$ cat src/slcp_pkg.sv
// Shared types, character codes and helpers for the SLCAN frame parser.
// No dependencies; the files that use it refer to these by scoped name.
package slcp_pkg;

  // Line length limit, counter width and frame rules
  localparam int unsigned CNT_W = 7;
  localparam logic [CNT_W-1:0] LINE_LIMIT      = 7'd80;
  localparam logic [CNT_W-1:0] MIN_FRAME_CHARS = 7'd11;
  localparam logic [CNT_W-1:0] ID_LAST_POS     = 7'd8;
  localparam logic [CNT_W-1:0] LEN_POS         = 7'd9;
  localparam logic [CNT_W-1:0] DATA_POS        = 7'd10;
  localparam logic [7:0]       PF_GLOBAL_MIN   = 8'd240;

  // Character codes
  localparam logic [7:0] CHAR_CR   = 8'h0D;
  localparam logic [7:0] CHAR_LF   = 8'h0A;
  localparam logic [7:0] CHAR_T    = 8'h54;
  localparam logic [7:0] CHAR_ZERO = 8'h30;
  localparam logic [7:0] CHAR_NINE = 8'h39;
  localparam logic [7:0] CHAR_EIGHT = 8'h38;
  localparam logic [7:0] CHAR_UA   = 8'h41;
  localparam logic [7:0] CHAR_UF   = 8'h46;
  localparam logic [7:0] CHAR_LA   = 8'h61;
  localparam logic [7:0] CHAR_LF_HEX = 8'h66;

  // Decoded hex digit
  typedef struct packed {
    logic       ok;
    logic [3:0] val;
  } hex_t;

  // One parsed frame
  typedef struct packed {
    logic [31:0] frame_id;
    logic [17:0] group_number;
    logic [3:0]  data_length;
    logic [63:0] payload;
  } frame_t;

  // Map an ASCII character to its hex digit value, either case
  function automatic hex_t hex_digit(logic [7:0] c);
    hex_t h;
    h.ok  = 1'b0;
    h.val = 4'd0;
    if (c >= CHAR_ZERO && c <= CHAR_NINE) begin
      h.ok  = 1'b1;
      h.val = c[3:0];
    end else if ((c >= CHAR_UA && c <= CHAR_UF) || (c >= CHAR_LA && c <= CHAR_LF_HEX)) begin
      h.ok  = 1'b1;
      h.val = c[3:0] + 4'd9;
    end
    return h;
  endfunction

endpackage

$ cat src/slcp_in_stage.sv
// Input register for received characters, with stall from the result side.
// No package dependencies; pure handshake logic.
module slcp_in_stage (
  input  logic       clk,
  input  logic       rst,
  input  logic       in_valid,
  output logic       in_ready,
  input  logic [7:0] rx_char,
  input  logic       space,
  output logic       fire,
  output logic [7:0] cur_char
);

  logic       held;
  logic [7:0] char_q;

  // Process the held character when the result side has room
  assign fire     = held && space;
  assign in_ready = !held || space;
  assign cur_char = char_q;

  // Capture a new transaction or drain the held one
  always_ff @(posedge clk) begin
    if (rst) begin
      held <= 1'b0;
    end else if (in_valid && in_ready) begin
      held <= 1'b1;
    end else if (fire) begin
      held <= 1'b0;
    end
  end

  always_ff @(posedge clk) begin
    if (in_valid && in_ready) begin
      char_q <= rx_char;
    end
  end

endmodule

$ cat src/slcp_line_parser.sv
// Running line state: position count, identifier, length digit and payload.
// Uses slcp_pkg for character codes, hex decode and the frame_t result type.
module slcp_line_parser (
  input  logic                clk,
  input  logic                rst,
  input  logic                fire,
  input  logic [7:0]          cur_char,
  output logic                emit,
  output slcp_pkg::frame_t    frame
);

  logic [slcp_pkg::CNT_W-1:0] char_count, char_count_next;
  logic        start_is_t, start_is_t_next;
  logic [31:0] id_accum, id_accum_next;
  logic        id_open, id_open_next;
  logic [3:0]  len_code, len_code_next;
  logic        len_valid, len_valid_next;
  logic [63:0] data_accum, data_accum_next;
  logic [3:0]  pair_high_nibble, pair_high_nibble_next;
  logic        pair_open, pair_open_next;

  slcp_pkg::hex_t             hex;
  logic                       is_term;
  logic                       frame_ok;
  logic [slcp_pkg::CNT_W-1:0] data_off;
  logic [5:0]                 pair_idx;
  logic                       wr_en;
  logic [7:0]                 wr_val;

  assign hex      = slcp_pkg::hex_digit(cur_char);
  assign is_term  = (cur_char == slcp_pkg::CHAR_CR) || (cur_char == slcp_pkg::CHAR_LF);
  assign data_off = char_count - slcp_pkg::DATA_POS;
  assign pair_idx = data_off[slcp_pkg::CNT_W-1:1];

  // Check the finished line against the frame rules
  assign frame_ok = start_is_t && (char_count >= slcp_pkg::MIN_FRAME_CHARS) && len_valid &&
                    ({1'b0, char_count} >= (8'd10 + {3'b000, len_code, 1'b0}));

  // Assemble the result from the current line
  always_comb begin
    frame.frame_id     = id_accum;
    frame.group_number = {id_accum[25:16],
                          (id_accum[23:16] >= slcp_pkg::PF_GLOBAL_MIN) ? id_accum[15:8] : 8'h00};
    frame.data_length  = len_code;
    frame.payload      = data_accum;
  end

  // Advance the line state by one character
  always_comb begin
    char_count_next       = char_count;
    start_is_t_next       = start_is_t;
    id_accum_next         = id_accum;
    id_open_next          = id_open;
    len_code_next         = len_code;
    len_valid_next        = len_valid;
    data_accum_next       = data_accum;
    pair_high_nibble_next = pair_high_nibble;
    pair_open_next        = pair_open;
    emit                  = 1'b0;
    wr_en                 = 1'b0;
    wr_val                = 8'h00;

    if (fire) begin
      if (is_term || char_count >= slcp_pkg::LINE_LIMIT) begin
        // End of line or overflow: at end of line report a good frame, then clear
        emit                  = is_term && (char_count != '0) && frame_ok;
        if (is_term && char_count == '0) begin
          emit = 1'b0;
        end
        char_count_next       = '0;
        start_is_t_next       = 1'b0;
        id_accum_next         = 32'd0;
        id_open_next          = 1'b1;
        len_code_next         = 4'd0;
        len_valid_next        = 1'b0;
        data_accum_next       = 64'd0;
        pair_high_nibble_next = 4'd0;
        pair_open_next        = 1'b0;
      end else begin
        char_count_next = char_count + 1'b1;
        if (char_count == '0) begin
          start_is_t_next = (cur_char == slcp_pkg::CHAR_T);
        end else if (char_count <= slcp_pkg::ID_LAST_POS) begin
          if (id_open && hex.ok) begin
            id_accum_next = {id_accum[27:0], hex.val};
          end else begin
            id_open_next = 1'b0;
          end
        end else if (char_count == slcp_pkg::LEN_POS) begin
          len_valid_next = (cur_char >= slcp_pkg::CHAR_ZERO) &&
                           (cur_char <= slcp_pkg::CHAR_EIGHT);
          len_code_next  = len_valid_next ? cur_char[3:0] : 4'd0;
        end else if (len_valid && (pair_idx < {2'b00, len_code})) begin
          if (!data_off[0]) begin
            // High character of a pair
            if (hex.ok) begin
              pair_high_nibble_next = hex.val;
              pair_open_next        = 1'b1;
              wr_en                 = 1'b1;
              wr_val                = {4'h0, hex.val};
            end else begin
              pair_open_next = 1'b0;
            end
          end else begin
            // Low character of a pair
            if (pair_open && hex.ok) begin
              wr_en  = 1'b1;
              wr_val = {pair_high_nibble, hex.val};
            end
            pair_open_next = 1'b0;
          end
        end
      end
    end

    // Replace the addressed payload byte
    for (int b = 0; b < 8; b++) begin
      if (wr_en && (pair_idx[2:0] == 3'(b))) begin
        data_accum_next[8*b +: 8] = wr_val;
      end
    end
  end

  always_ff @(posedge clk) begin
    if (rst) begin
      char_count       <= '0;
      start_is_t       <= 1'b0;
      id_accum         <= 32'd0;
      id_open          <= 1'b1;
      len_code         <= 4'd0;
      len_valid        <= 1'b0;
      data_accum       <= 64'd0;
      pair_high_nibble <= 4'd0;
      pair_open        <= 1'b0;
    end else begin
      char_count       <= char_count_next;
      start_is_t       <= start_is_t_next;
      id_accum         <= id_accum_next;
      id_open          <= id_open_next;
      len_code         <= len_code_next;
      len_valid        <= len_valid_next;
      data_accum       <= data_accum_next;
      pair_high_nibble <= pair_high_nibble_next;
      pair_open        <= pair_open_next;
    end
  end

endmodule

$ cat src/slcp_out_stage.sv
// Result register holding one parsed frame until the consumer takes it.
// Uses slcp_pkg::frame_t for the held result.
module slcp_out_stage (
  input  logic             clk,
  input  logic             rst,
  input  logic             emit,
  input  slcp_pkg::frame_t frame,
  output logic             space,
  output logic             out_valid,
  input  logic             out_ready,
  output slcp_pkg::frame_t frame_q
);

  // Room for a new result when empty or being drained this cycle
  assign space = !out_valid || out_ready;

  always_ff @(posedge clk) begin
    if (rst) begin
      out_valid <= 1'b0;
    end else if (emit) begin
      out_valid <= 1'b1;
    end else if (out_ready) begin
      out_valid <= 1'b0;
    end
  end

  // Load the parsed frame
  always_ff @(posedge clk) begin
    if (emit) begin
      frame_q <= frame;
    end
  end

endmodule

$ cat src/slcan_frame_parser.sv
// SLCAN extended-frame parser: takes one received character per transaction
// and returns one parsed frame for each valid 'T' line. Built from slcp_pkg,
// slcp_in_stage, slcp_line_parser and slcp_out_stage.
//
// Accepts one character every clock cycle while the result side keeps up;
// a frame reaches the output after its CR or LF is accepted, by way of the
// input register, which holds the character, and the result register, which
// holds the frame. The single result register sets the stall:
// input stalls only while a character waits behind a held frame and
// out_ready is low.
module slcan_frame_parser (
  input  logic        clk,
  input  logic        rst,
  input  logic        in_valid,
  output logic        in_ready,
  input  logic [7:0]  rx_char,
  output logic        out_valid,
  input  logic        out_ready,
  output logic [31:0] frame_id,
  output logic [17:0] group_number,
  output logic [3:0]  data_length,
  output logic [63:0] payload
);

  logic             space;
  logic             fire;
  logic [7:0]       cur_char;
  logic             emit;
  slcp_pkg::frame_t frame;
  slcp_pkg::frame_t frame_q;

  slcp_in_stage u_in (
    .clk      (clk),
    .rst      (rst),
    .in_valid (in_valid),
    .in_ready (in_ready),
    .rx_char  (rx_char),
    .space    (space),
    .fire     (fire),
    .cur_char (cur_char)
  );

  slcp_line_parser u_parse (
    .clk      (clk),
    .rst      (rst),
    .fire     (fire),
    .cur_char (cur_char),
    .emit     (emit),
    .frame    (frame)
  );

  slcp_out_stage u_out (
    .clk       (clk),
    .rst       (rst),
    .emit      (emit),
    .frame     (frame),
    .space     (space),
    .out_valid (out_valid),
    .out_ready (out_ready),
    .frame_q   (frame_q)
  );

  assign frame_id     = frame_q.frame_id;
  assign group_number = frame_q.group_number;
  assign data_length  = frame_q.data_length;
  assign payload      = frame_q.payload;

endmodule

$ cat config.mk
export PLATFORM = sky130hd
export DESIGN_NAME = slcan_frame_parser
export DESIGN_NICKNAME = d
export VERILOG_FILES = /design/src/slcp_pkg.sv /design/src/slcp_in_stage.sv /design/src/slcp_line_parser.sv /design/src/slcp_out_stage.sv /design/src/slcan_frame_parser.sv
export SDC_FILE = /design/constraint.sdc
export NUM_CORES = 1
export LEC_CHECK = 0
export BUFFER_PORTS_ARGS = -buffer_cell sky130_fd_sc_hd__buf_2
export CAP_MARGIN = 10
export CELL_PAD_IN_SITES_DETAIL_PLACEMENT = 0
export CELL_PAD_IN_SITES_GLOBAL_PLACEMENT = 1
export CORE_MARGIN = 2
export CORE_UTILIZATION = 45
export CTS_CLUSTER_DIAMETER = 150
export DETAILED_ROUTE_END_ITERATION = 8
export HOLD_SLACK_MARGIN = 0.05
export PLACE_DENSITY_LB_ADDON = 0.1
export SLEW_MARGIN = 0
export SYNTH_ARGS = -nofsm -noshare
export SYNTH_HDL_FRONTEND = slang
export SYNTH_SLANG_ARGS = --single-unit
$ cat constraint.sdc
create_clock -name clk -period 25.1 [get_ports clk]
set_input_delay 2.51 -clock clk [delete_from_list [all_inputs] [get_ports clk]]
set_output_delay 2.51 -clock clk [all_outputs]
set_load 0.01 [all_outputs]
# [After elaboration in Yosys (flattened, before gate mapping)]
# Cells that the tools add are included.
[op_classes] n_addsub=4 order_cmp=13 eq_ne=16 muxes=70 reduce_logical=71
[ops] cell="32-bit 2-to-1 mux" count=4
[ops] cell="64-bit 2-to-1 mux" count=2
[ops] cell="8-bit 2-to-1 mux" count=16
[ops] cell="4-bit 2-to-1 mux" count=13
[ops] cell="2-bit nonzero test" count=24
[ops] cell="1-bit 2-to-1 mux" count=32
[ops] cell="1-bit logical AND" count=23
[ops] cell="2-bit AND reduction" count=9
[ops] cell="8-bit by 4-bit == test with 1-bit output, second input constant" count=2
[ops] cell="8-bit by 7-bit greater-or-equal comparator with 1-bit output, second input constant" count=2
[ops] cell="8-bit by 6-bit less-or-equal comparator with 1-bit output, second input constant" count=2
[ops] cell="8-bit by 7-bit less-or-equal comparator with 1-bit output, second input constant" count=2
[ops] cell="3-bit == test, second input constant" count=4
[ops] cell="4-bit AND reduction" count=3
[ops] cell="5-bit 2-to-1 mux" count=2
[ops] cell="8-bit by 7-bit == test with 1-bit output, second input constant" count=1
[ops] cell="7-bit by 8-bit greater-or-equal comparator with 1-bit output" count=1
[ops] cell="8-bit by 6-bit greater-or-equal comparator with 1-bit output, second input constant" count=1
[ops] cell="8-bit greater-or-equal comparator, second input constant" count=1
[ops] cell="2-bit by 1-bit inequality test with 1-bit output, second input constant" count=4
[ops] cell="7-bit by 1-bit adder with 7-bit output, second input constant" count=1
[ops] cell="7-bit by 4-bit == test with 1-bit output, second input constant" count=1
[ops] cell="7-bit by 4-bit greater-or-equal comparator with 1-bit output, second input constant" count=1
[ops] cell="7-bit greater-or-equal comparator, second input constant" count=1
[ops] cell="other kinds (16)" count=22
[totals] reg_bits=243 output_inout_bits=120 word_cells=198

# [Depth between registers and ports, before layout]
# Gate-level depths: netlist of the first run.
[logic_depth] ltp_word=17 mapped_depth=12 mapped_depth_nobuf=11

# [Hierarchy]
# From an unflattened synthesis of the first run, not the netlist that was laid out.
[hier_totals] cells_unflattened=813 hier_area_um2=9640.5
[by_module_without_submodules] module="slcp_line_parser" instances=1 cells_per_inst=677 area_per_inst_um2=5748.0 seq_area_each_um2=2302.2
[by_module_without_submodules] module="slcp_out_stage" instances=1 cells_per_inst=122 area_per_inst_um2=3589.7 seq_area_each_um2=3563.4
[by_module_without_submodules] module="slcp_in_stage" instances=1 cells_per_inst=14 area_per_inst_um2=302.8 seq_area_each_um2=260.2

# [Worst setup path before layout of the first run]
# OpenSTA, ideal clock, no wires.
[synth_timing] path_type="input port to flip-flop" start="input port out_ready" end="register, netlist name u_out.frame_q[0]" arrival_time_ns=19.895 path_slack_ns=4.051 stages=5 cell_sequence="nand2b_1 -> and2_1 -> clkbuf_1 -> nand4_1 -> a2111oi_0"
[synth_between] elab_chain_len=3
[synth_lines] item="start: declaration" line_no="slcan_frame_parser.sv:18" text="input logic out_ready,"
[synth_lines] item="1-bit logical OR" line_no="slcp_out_stage.sv:15" text="assign space = !out_valid || out_ready;"
[synth_lines] item="1-bit logical AND" line_no="slcp_in_stage.sv:18" text="assign fire = held && space;"
[synth_lines] item="1-bit 2-to-1 mux" line_no="slcp_line_parser.sv:63" text="if (fire) begin"
[synth_lines] item="net emit" line_no="slcan_frame_parser.sv:28" text="logic emit;"
# The timed path passes the listed nets, and every way through them passes these cells.
# A chain may end at the register's enable or synchronous reset.

# [Final worst setup path of the first run]
[layout_timing] start="input port out_ready" end="output port in_ready"
[layout_between] elab_chain_len=2
[layout_lines] item="1-bit logical OR" line_no="slcp_out_stage.sv:15"
[layout_lines] item="1-bit logical OR" line_no="slcp_in_stage.sv:19" text="assign in_ready = !held || space;"
[layout_lines] item="end: declaration" line_no="slcan_frame_parser.sv:15" text="output logic in_ready,"
# No other way between the ends.

==> results of run 1 <==
==> cells by family (layout without fill, tap and decap cells) <==
| kind of cell | count (synthesis) | count (layout) |
|---|---|---|
| compound gates | 152 | 152 |
| xor+xnor | 8 | 8 |
| fa+ha+maj | 22 | 22 |
| buf+inv | 60 | 199 |
| flops | 233 | 233 |
| mux | 3 | 3 |
| simple gates | 208 | 208 |
==> Yosys cell counts, types with 2 or more instances <==
cell      count  area, sq um
dfxtp_1     117         2340
a21o_1        2         15.0
xnor2_1       3         26.3
o31ai_1       2         15.0
buf_4        11         82.6
nand2_1      51          191
nand3_1      35          175
o21ai_1      32          160
a31o_2        2         17.5
and3_1        8         50.1
edfxtp_1    116         3480
a22o_1       10         87.6
o21a_1        5         37.5
a31oi_1       3         18.8
a41oi_1       4         35.0
nor2_1       24         90.1
nor4_1        5         31.3
o22ai_1      24          150
nor4_4        2         42.5
buf_6         2         22.5
and2_1       11         68.8
a21oi_1      11         55.1
nand4b_1      2         17.5
ha_1         22          275
buf_2        11         55.1
nand4_4       4         85.1
o21ai_0      42          210
nor2b_1       5         31.3
nand2b_1     34          213
xor2_1        5         43.8
nor3_1        5         25.0
inv_1        22         82.6
o32ai_1       8         70.1
nand4_1      11         68.8
mux2_2        2         22.5
clkbuf_1     14         52.6
==> metal layers <==
layer	vias up	GRT usage	wire length (um)
met2	144	0.295	8580
met5	-	0	0
met4	0	0.0573	394
met1	2707	0.242	8280
li1	2759	-	-
met3	28	0.0262	862
==> power by group through the flow <==
stage / clock network, W / logic [W] / registers (W)
floorplan: 0 / 0.0000119 / 0.000407
global placement: 0 / 0.0000138 / 0.000408
detailed placement: 0 / 0.0000142 / 0.000408
CTS: 0.000322 / 0.0000143 / 0.000400
global route: 0.000338 / 0.0000161 / 0.000400
finish: 0.000314 / 0.0000142 / 0.000400
==> flip-flops by register name, summed over array words and instances (netlist names) <==
name,flops
u_out.frame_q,108
u_parse.data_accum,64
u_parse.id_accum,32
u_in.cur_char,8
u_parse.char_count,7
u_parse.len_code,4
u_parse.pair_high_nibble,4
u_in.held,1
u_out.out_valid,1
u_parse.id_open,1
u_parse.len_valid,1
u_parse.pair_open,1
u_parse.start_is_t,1
==> how the worst max path moves through the flow <==
stage | endpoint | slack [ns] | start
after floorplan | u_out.frame_q[0] | 4.05 | out_ready
after global placement | in_ready | 19.58 | out_ready
after detailed placement | in_ready | 19.57 | out_ready
after CTS | in_ready | 19.57 | out_ready
after global routing | in_ready | 19.51 | out_ready
final | in_ready | 19.57 | out_ready
==> per-stage QoR <==
step | utilization | std cells | setup slack (ns) | instance area (sq um)
after floorplan | - | 686 | 4.05 | 8630
after global placement | 0.501 | 1017 | 19.58 | 9400
after detailed placement | 0.501 | 1017 | 19.57 | 9400
after CTS | 0.538 | 1059 | 19.57 | 10100
after global routing | 0.538 | 1059 | 19.51 | 10100
final | 0.538 | 1059 | 19.57 | 10100
==> worst max-delay path, delay by kind of cell <==
family / cells / cell delay [ns]
buffers and inverters: 2 / 0.24
and+or+nand+nor: 2 / 0.26
==> layout make-up <==
type / instances / share of cell area
Inverter: 22 / 0.00818
Clock buffer: 38 / 0.0656
Timing Repair Buffer: 135 / 0.0679
Tap cell: 234 / 0.0290
Multi-Input combinational cell: 393 / 0.249
Sequential cell: 233 / 0.577
Clock inverter: 4 / 0.00322
==> flow_metrics.py, run 1 <==
metrics = {
    "timing": {
        "fin_crit_sh": 0.220,
        "slew-limit-headroom": 0.389,
        "setup_viol": 0,
        "drv_slew": 0,
        "finalHoldViolCount": 0,
        "setup-tns-final_ns": 0,
        "worst_pin_slew_ns": 0.916,
        "rsz0062_at_grt": "false",
        "fmax_ghz": 0.181,
        "min_period_ns": 5.53,
        "finClkSkew_ns": 0.0220,
        "holdWs_ns": 0.428,
    },
    "routing": {
        "drt-total-wl_um": 18100,
        "wl_per_cell_um": 17.1,
        "viasPerCell": 5.32,
        "drt_iter0_markers": 324,
        "drc": 0,
        "firstDrtPassIters": 4,
        "ant_nets": 0,
        "vias": 5638,
    },
    "clocking": {
        "cts_buffer_depth": 3,
        "cts_sinks": 233,
        "cts_hold_buf": 0,
        "clkTransAtPathRegs_ns": 0.06,
        "root_buffer": "clkbuf_16",
        "cts.htree.levels": 1,
        "postCtsSetupRepairBufs": 0,
        "cts_resized": 0,
        "clk_latency_ns": 0.51,
        "tritoncts": "built",
        "cts_inserted_buffers": 23,
    },
    "synthesis": {
        "synth_nets": 720,
        "synth_compound_area_frac": 0.108,
        "ys_seq_elements": 233,
        "synthArstFlopShare": 0,
        "synthSimpleGateAreaFrac": 0.138,
        "yosysWarnings": 0,
        "synth_top_family_by_area": "simple AND/OR/NAND/NOR gates",
        "syn_area_sq_um": 8630,
        "synth_xor_area_frac": 0.00812,
        "ys_dominant_reg_cell": "dfxtp_1",
        "ys_seq_area_frac": 0.675,
        "post_synth_num_cell_types": 55,
        "synth-edff-count": 116,
        "yosys.area_share.adder": 0.0319,
        "avgSynthCellArea_sq_um": 12.6,
        "syn_inst": 686,
        "synthMuxAreaShare": 0.00377,
    },
    "power_and_ir_drop": {
        "intPower_w": 0.000583,
        "combPwrFrac": 0.020,
        "power.share.switching": 0.200,
        "p_per_area_nw_per_um2": 72.2,
        "netSwitchingPower_w": 0.000145,
        "p_leak_nw": 4.02,
        "total_power_w": 0.000728,
        "power_frac_clock": 0.431,
        "pwr-share-seq": 0.549,
        "ir_worst_vdd_v": 0.0000471,
    },
    "global_routing": {
        "gr-total-overflow": 0,
        "antenna_found_initial": 0,
        "grt_max_degree": 73,
        "grt_pass1_vias": 5383,
        "grt_use_total": 0.178,
        "grt_pass1_wl_um": 28700,
    },
    "floorplanning": {
        "core_sq_um": 18800,
        "die-height_um": 142,
        "std_cell_rows": 50,
        "ios": 132,
        "start_util": 0.460,
        "dieArea_sq_um": 20300,
        "die-width_um": 142,
    },
    "setup_path": {
        "worst_path_most_repeated_cell": "buf_2",
        "worstReg2RegStart": "u_parse.char_count[1]",
        "slowest_stage": "nor2b_1",
        "worstPathRequired_ns": 22.59,
        "start_kind": "input pin",
        "crit_path_end_kind": "primary output",
        "r2r_end": "u_parse.data_accum[35]",
        "ff2ff_setup_slack_ns": 21.31,
        "crit_path_max_fanout": 3,
        "crit_chain": "buf_2, nor2b_1, nand2_1, buf_2",
        "max_stage_delay_ns": 0.17,
        "cp.arrival_ns": 3.02,
        "reg2reg_depth": 11,
        "worstSetupPathType": "input pin to primary output",
    },
    "placed_design": {
        "place_hpwl_um": 12000,
        "io_buffers": 131,
        "gp_congestion": 0.777,
    },
    "cells_and_area": {
        "seq_area_sq_um": 5830,
        "drive_gt1_frac": 0.223,
        "multi_input_area_sq_um": 2510,
        "nets": 842,
        "fill_cells": 1677,
        "layout_common_cells": "buf_2, dfxtp_1, edfxtp_1, nand2_1, o21ai_0",
        "synthToLayoutAreaGrowth_pct": 17.0,
        "final_common_cell": "buf_2",
        "n_antenna_cell": 0,
    },
    "worst_hold_path": {
        "hold_path_class": "register to register",
        "min_to": "u_out.frame_q[76]",
        "hp-start": "u_parse.id_accum[16]",
        "whs_path_depth": 0,
    },
    "run_status": {
        "status": "completed",
    },
    "run": {
        "drv_cap": 0,
    },
}
(Power assumes the default switching activity.)
==> run 2, diff against run 1 <==
CORE_UTILIZATION = 41   (was 45)
clock period = 4.8 ns   (was 25.1 ns; I/O delays follow)
==> flow_metrics.py, run 2 (synthesis results as in run 1) <==
metrics = {
    "run_status": {
        "status": "completed",
    },
    "global_routing": {
        "grt_pass1_vias": 5161,
        "grt_max_degree": 69,
        "grt_use_total": 0.165,
        "antenna_found_initial": 0,
        "busiest_layer": "met2",
        "grt.met1_usage": 0.230,
        "gr-total-overflow": 0,
        "grt_pass1_wl_um": 28800,
        "grt_use_met2": 0.269,
        "grtUsageMet3": 0.0235,
    },
    "routing": {
        "wl_per_cell_um": 16.9,
        "drc": 0,
        "drt_iter0_markers": 344,
        "ant_nets": 0,
        "vias": 5625,
        "viasPerCell": 5.10,
        "firstDrtPassIters": 5,
        "drt-total-wl_um": 18700,
    },
    "placed_design": {
        "placed_cells": 1059,
        "postPlaceCellArea_sq_um": 9500,
        "place_hpwl_um": 12600,
        "io_buffers": 131,
        "gp_congestion": 0.823,
    },
    "clocking": {
        "postCtsSetupRepairBufs": 0,
        "cts.htree.levels": 1,
        "tritoncts": "built",
        "cts_hold_buf": 0,
        "cts_resized": 0,
        "cts_sinks": 233,
        "clkTransAtPathRegs_ns": 0.07,
        "cts_buffer_depth": 3,
        "root_buffer": "clkbuf_16",
        "cts_inserted_buffers": 24,
        "clk_latency_ns": 0.52,
    },
    "setup_path": {
        "worstPathRequired_ns": 5.18,
        "crit_chain": "inv_1, ha_1, xor2_1, inv_1, ha_1, o21ai_0, a21oi_1, nor4_4, nand4_1, nand3_1, o21ai_1",
        "slowest_stage": "nand4_1",
        "worstSetupPathType": "register to register",
        "max_stage_delay_ns": 0.62,
        "crit_path_end_kind": "register",
        "crit_path_max_fanout": 16,
        "cp.arrival_ns": 3.91,
        "start_kind": "register",
    },
    "cells_and_area": {
        "largest_register_ffs": 108,
        "nets": 844,
        "final_common_cell": "buf_2",
        "top_register": "u_out.frame_q",
        "synthToLayoutAreaGrowth_pct": 18.6,
        "n_antenna_cell": 0,
        "top_regs": "u_out.frame_q (108), u_parse.data_accum (64), u_parse.id_accum (32)",
        "drive_gt1_frac": 0.238,
        "final_cells": 1103,
        "layout_common_cells": "buf_2, edfxtp_1, dfxtp_1, nand2_1, o21ai_0",
        "final_area_sq_um": 10200,
    },
    "floorplanning": {
        "dieArea_sq_um": 22200,
        "ios": 132,
        "die-height_um": 149,
        "core_sq_um": 20800,
        "die-width_um": 149,
        "start_util": 0.414,
        "std_cell_rows": 53,
    },
    "timing": {
        "slew-limit-headroom": 0.428,
        "finalHoldViolCount": 0,
        "min_period_ns": 3.53,
        "setup_viol": 0,
        "fmax_ghz": 0.283,
        "worst_pin_slew_ns": 0.858,
        "rsz0062_at_grt": "false",
        "finClkSkew_ns": 0.0191,
        "holdWs_ns": 0.142,
        "fin_crit_sh": 0.736,
        "drv_slew": 0,
    },
    "power_and_ir_drop": {
        "p_leak_nw": 4.04,
        "p_per_area_nw_per_um2": 380,
        "ir_worst_vdd_v": 0.000270,
        "total_power_w": 0.00388,
    },
    "run": {
        "drv_cap": 0,
    },
    "worst_hold_path": {
        "hold_path_class": "input pin to register",
    },
}
## run 2: changes by cell type in the layout (fill, tap and decap cells not counted), moves of 2 or more
cell,delta
clkbuf_1,-5
clkinv_2,+3
clkinvlp_4,+2
dfxtp_1,-2
dfxtp_2,+2
## run 2: report_power, final
| group | leakage (nW) | internal, W | switching [W] |
|---|---|---|---|
| clock network | 0.353 | 0.000962 | 0.000755 |
| logic | 1.48 | 0.0000280 | 0.0000486 |
| registers | 2.20 | 0.00208 | 0.0000142 |
| total | 4.04 | 0.00307 | 0.000817 |
## run 2: worst paths after layout
path	from	to	slack (ns)	depth (start not counted)
worst min-delay path	rx_char[0]	u_in.cur_char[0]	0.14	1
worst max register to register	u_parse.char_count[1]	u_parse.data_accum[38]	1.27	11
worst max-delay path	u_parse.char_count[1]	u_parse.data_accum[38]	1.27	11
worst min register to register	u_parse.data_accum[3]	u_out.frame_q[3]	0.43	0
## run 2: worst max-delay path: cells and delay by family (launching register included)
kind,cells,cell delay (ns)
AOI/OAI and AO/OA,3,0.39
DFF,1,0.45
adders and majority gates,2,0.55
and+or+nand+nor,3,1.38
xor gates and xnor gates,1,0.24
buffers and inverters,2,0.35
## run 2: layer usage
metal / up-vias / share of wire
li1: 2776 / -
met1: 2685 / 0.47
met2: 138 / 0.47
met3: 26 / 0.045
met4: 0 / 0.018
met5: - / 0
## run 2: stage by stage
stage               setup slack (ns)  setup TNS (ns)  utilization
global route                   0.837               0        0.491
CTS                             1.25               0        0.491
detailed placement              1.28               0        0.456
global placement                1.40               0        0.456
floorplan                     -0.505          -54.83            -
finish                          1.27               0        0.491
## run 2: cell type report
cell class	count	area [sq um]
fillers	1926	10600
flip-flops and latches	233	5830
multi-input cells	393	2550
repair buffers	136	693
clock buffers	33	654
well taps	275	344
inverters	22	82.6
clock inverters	11	76.3
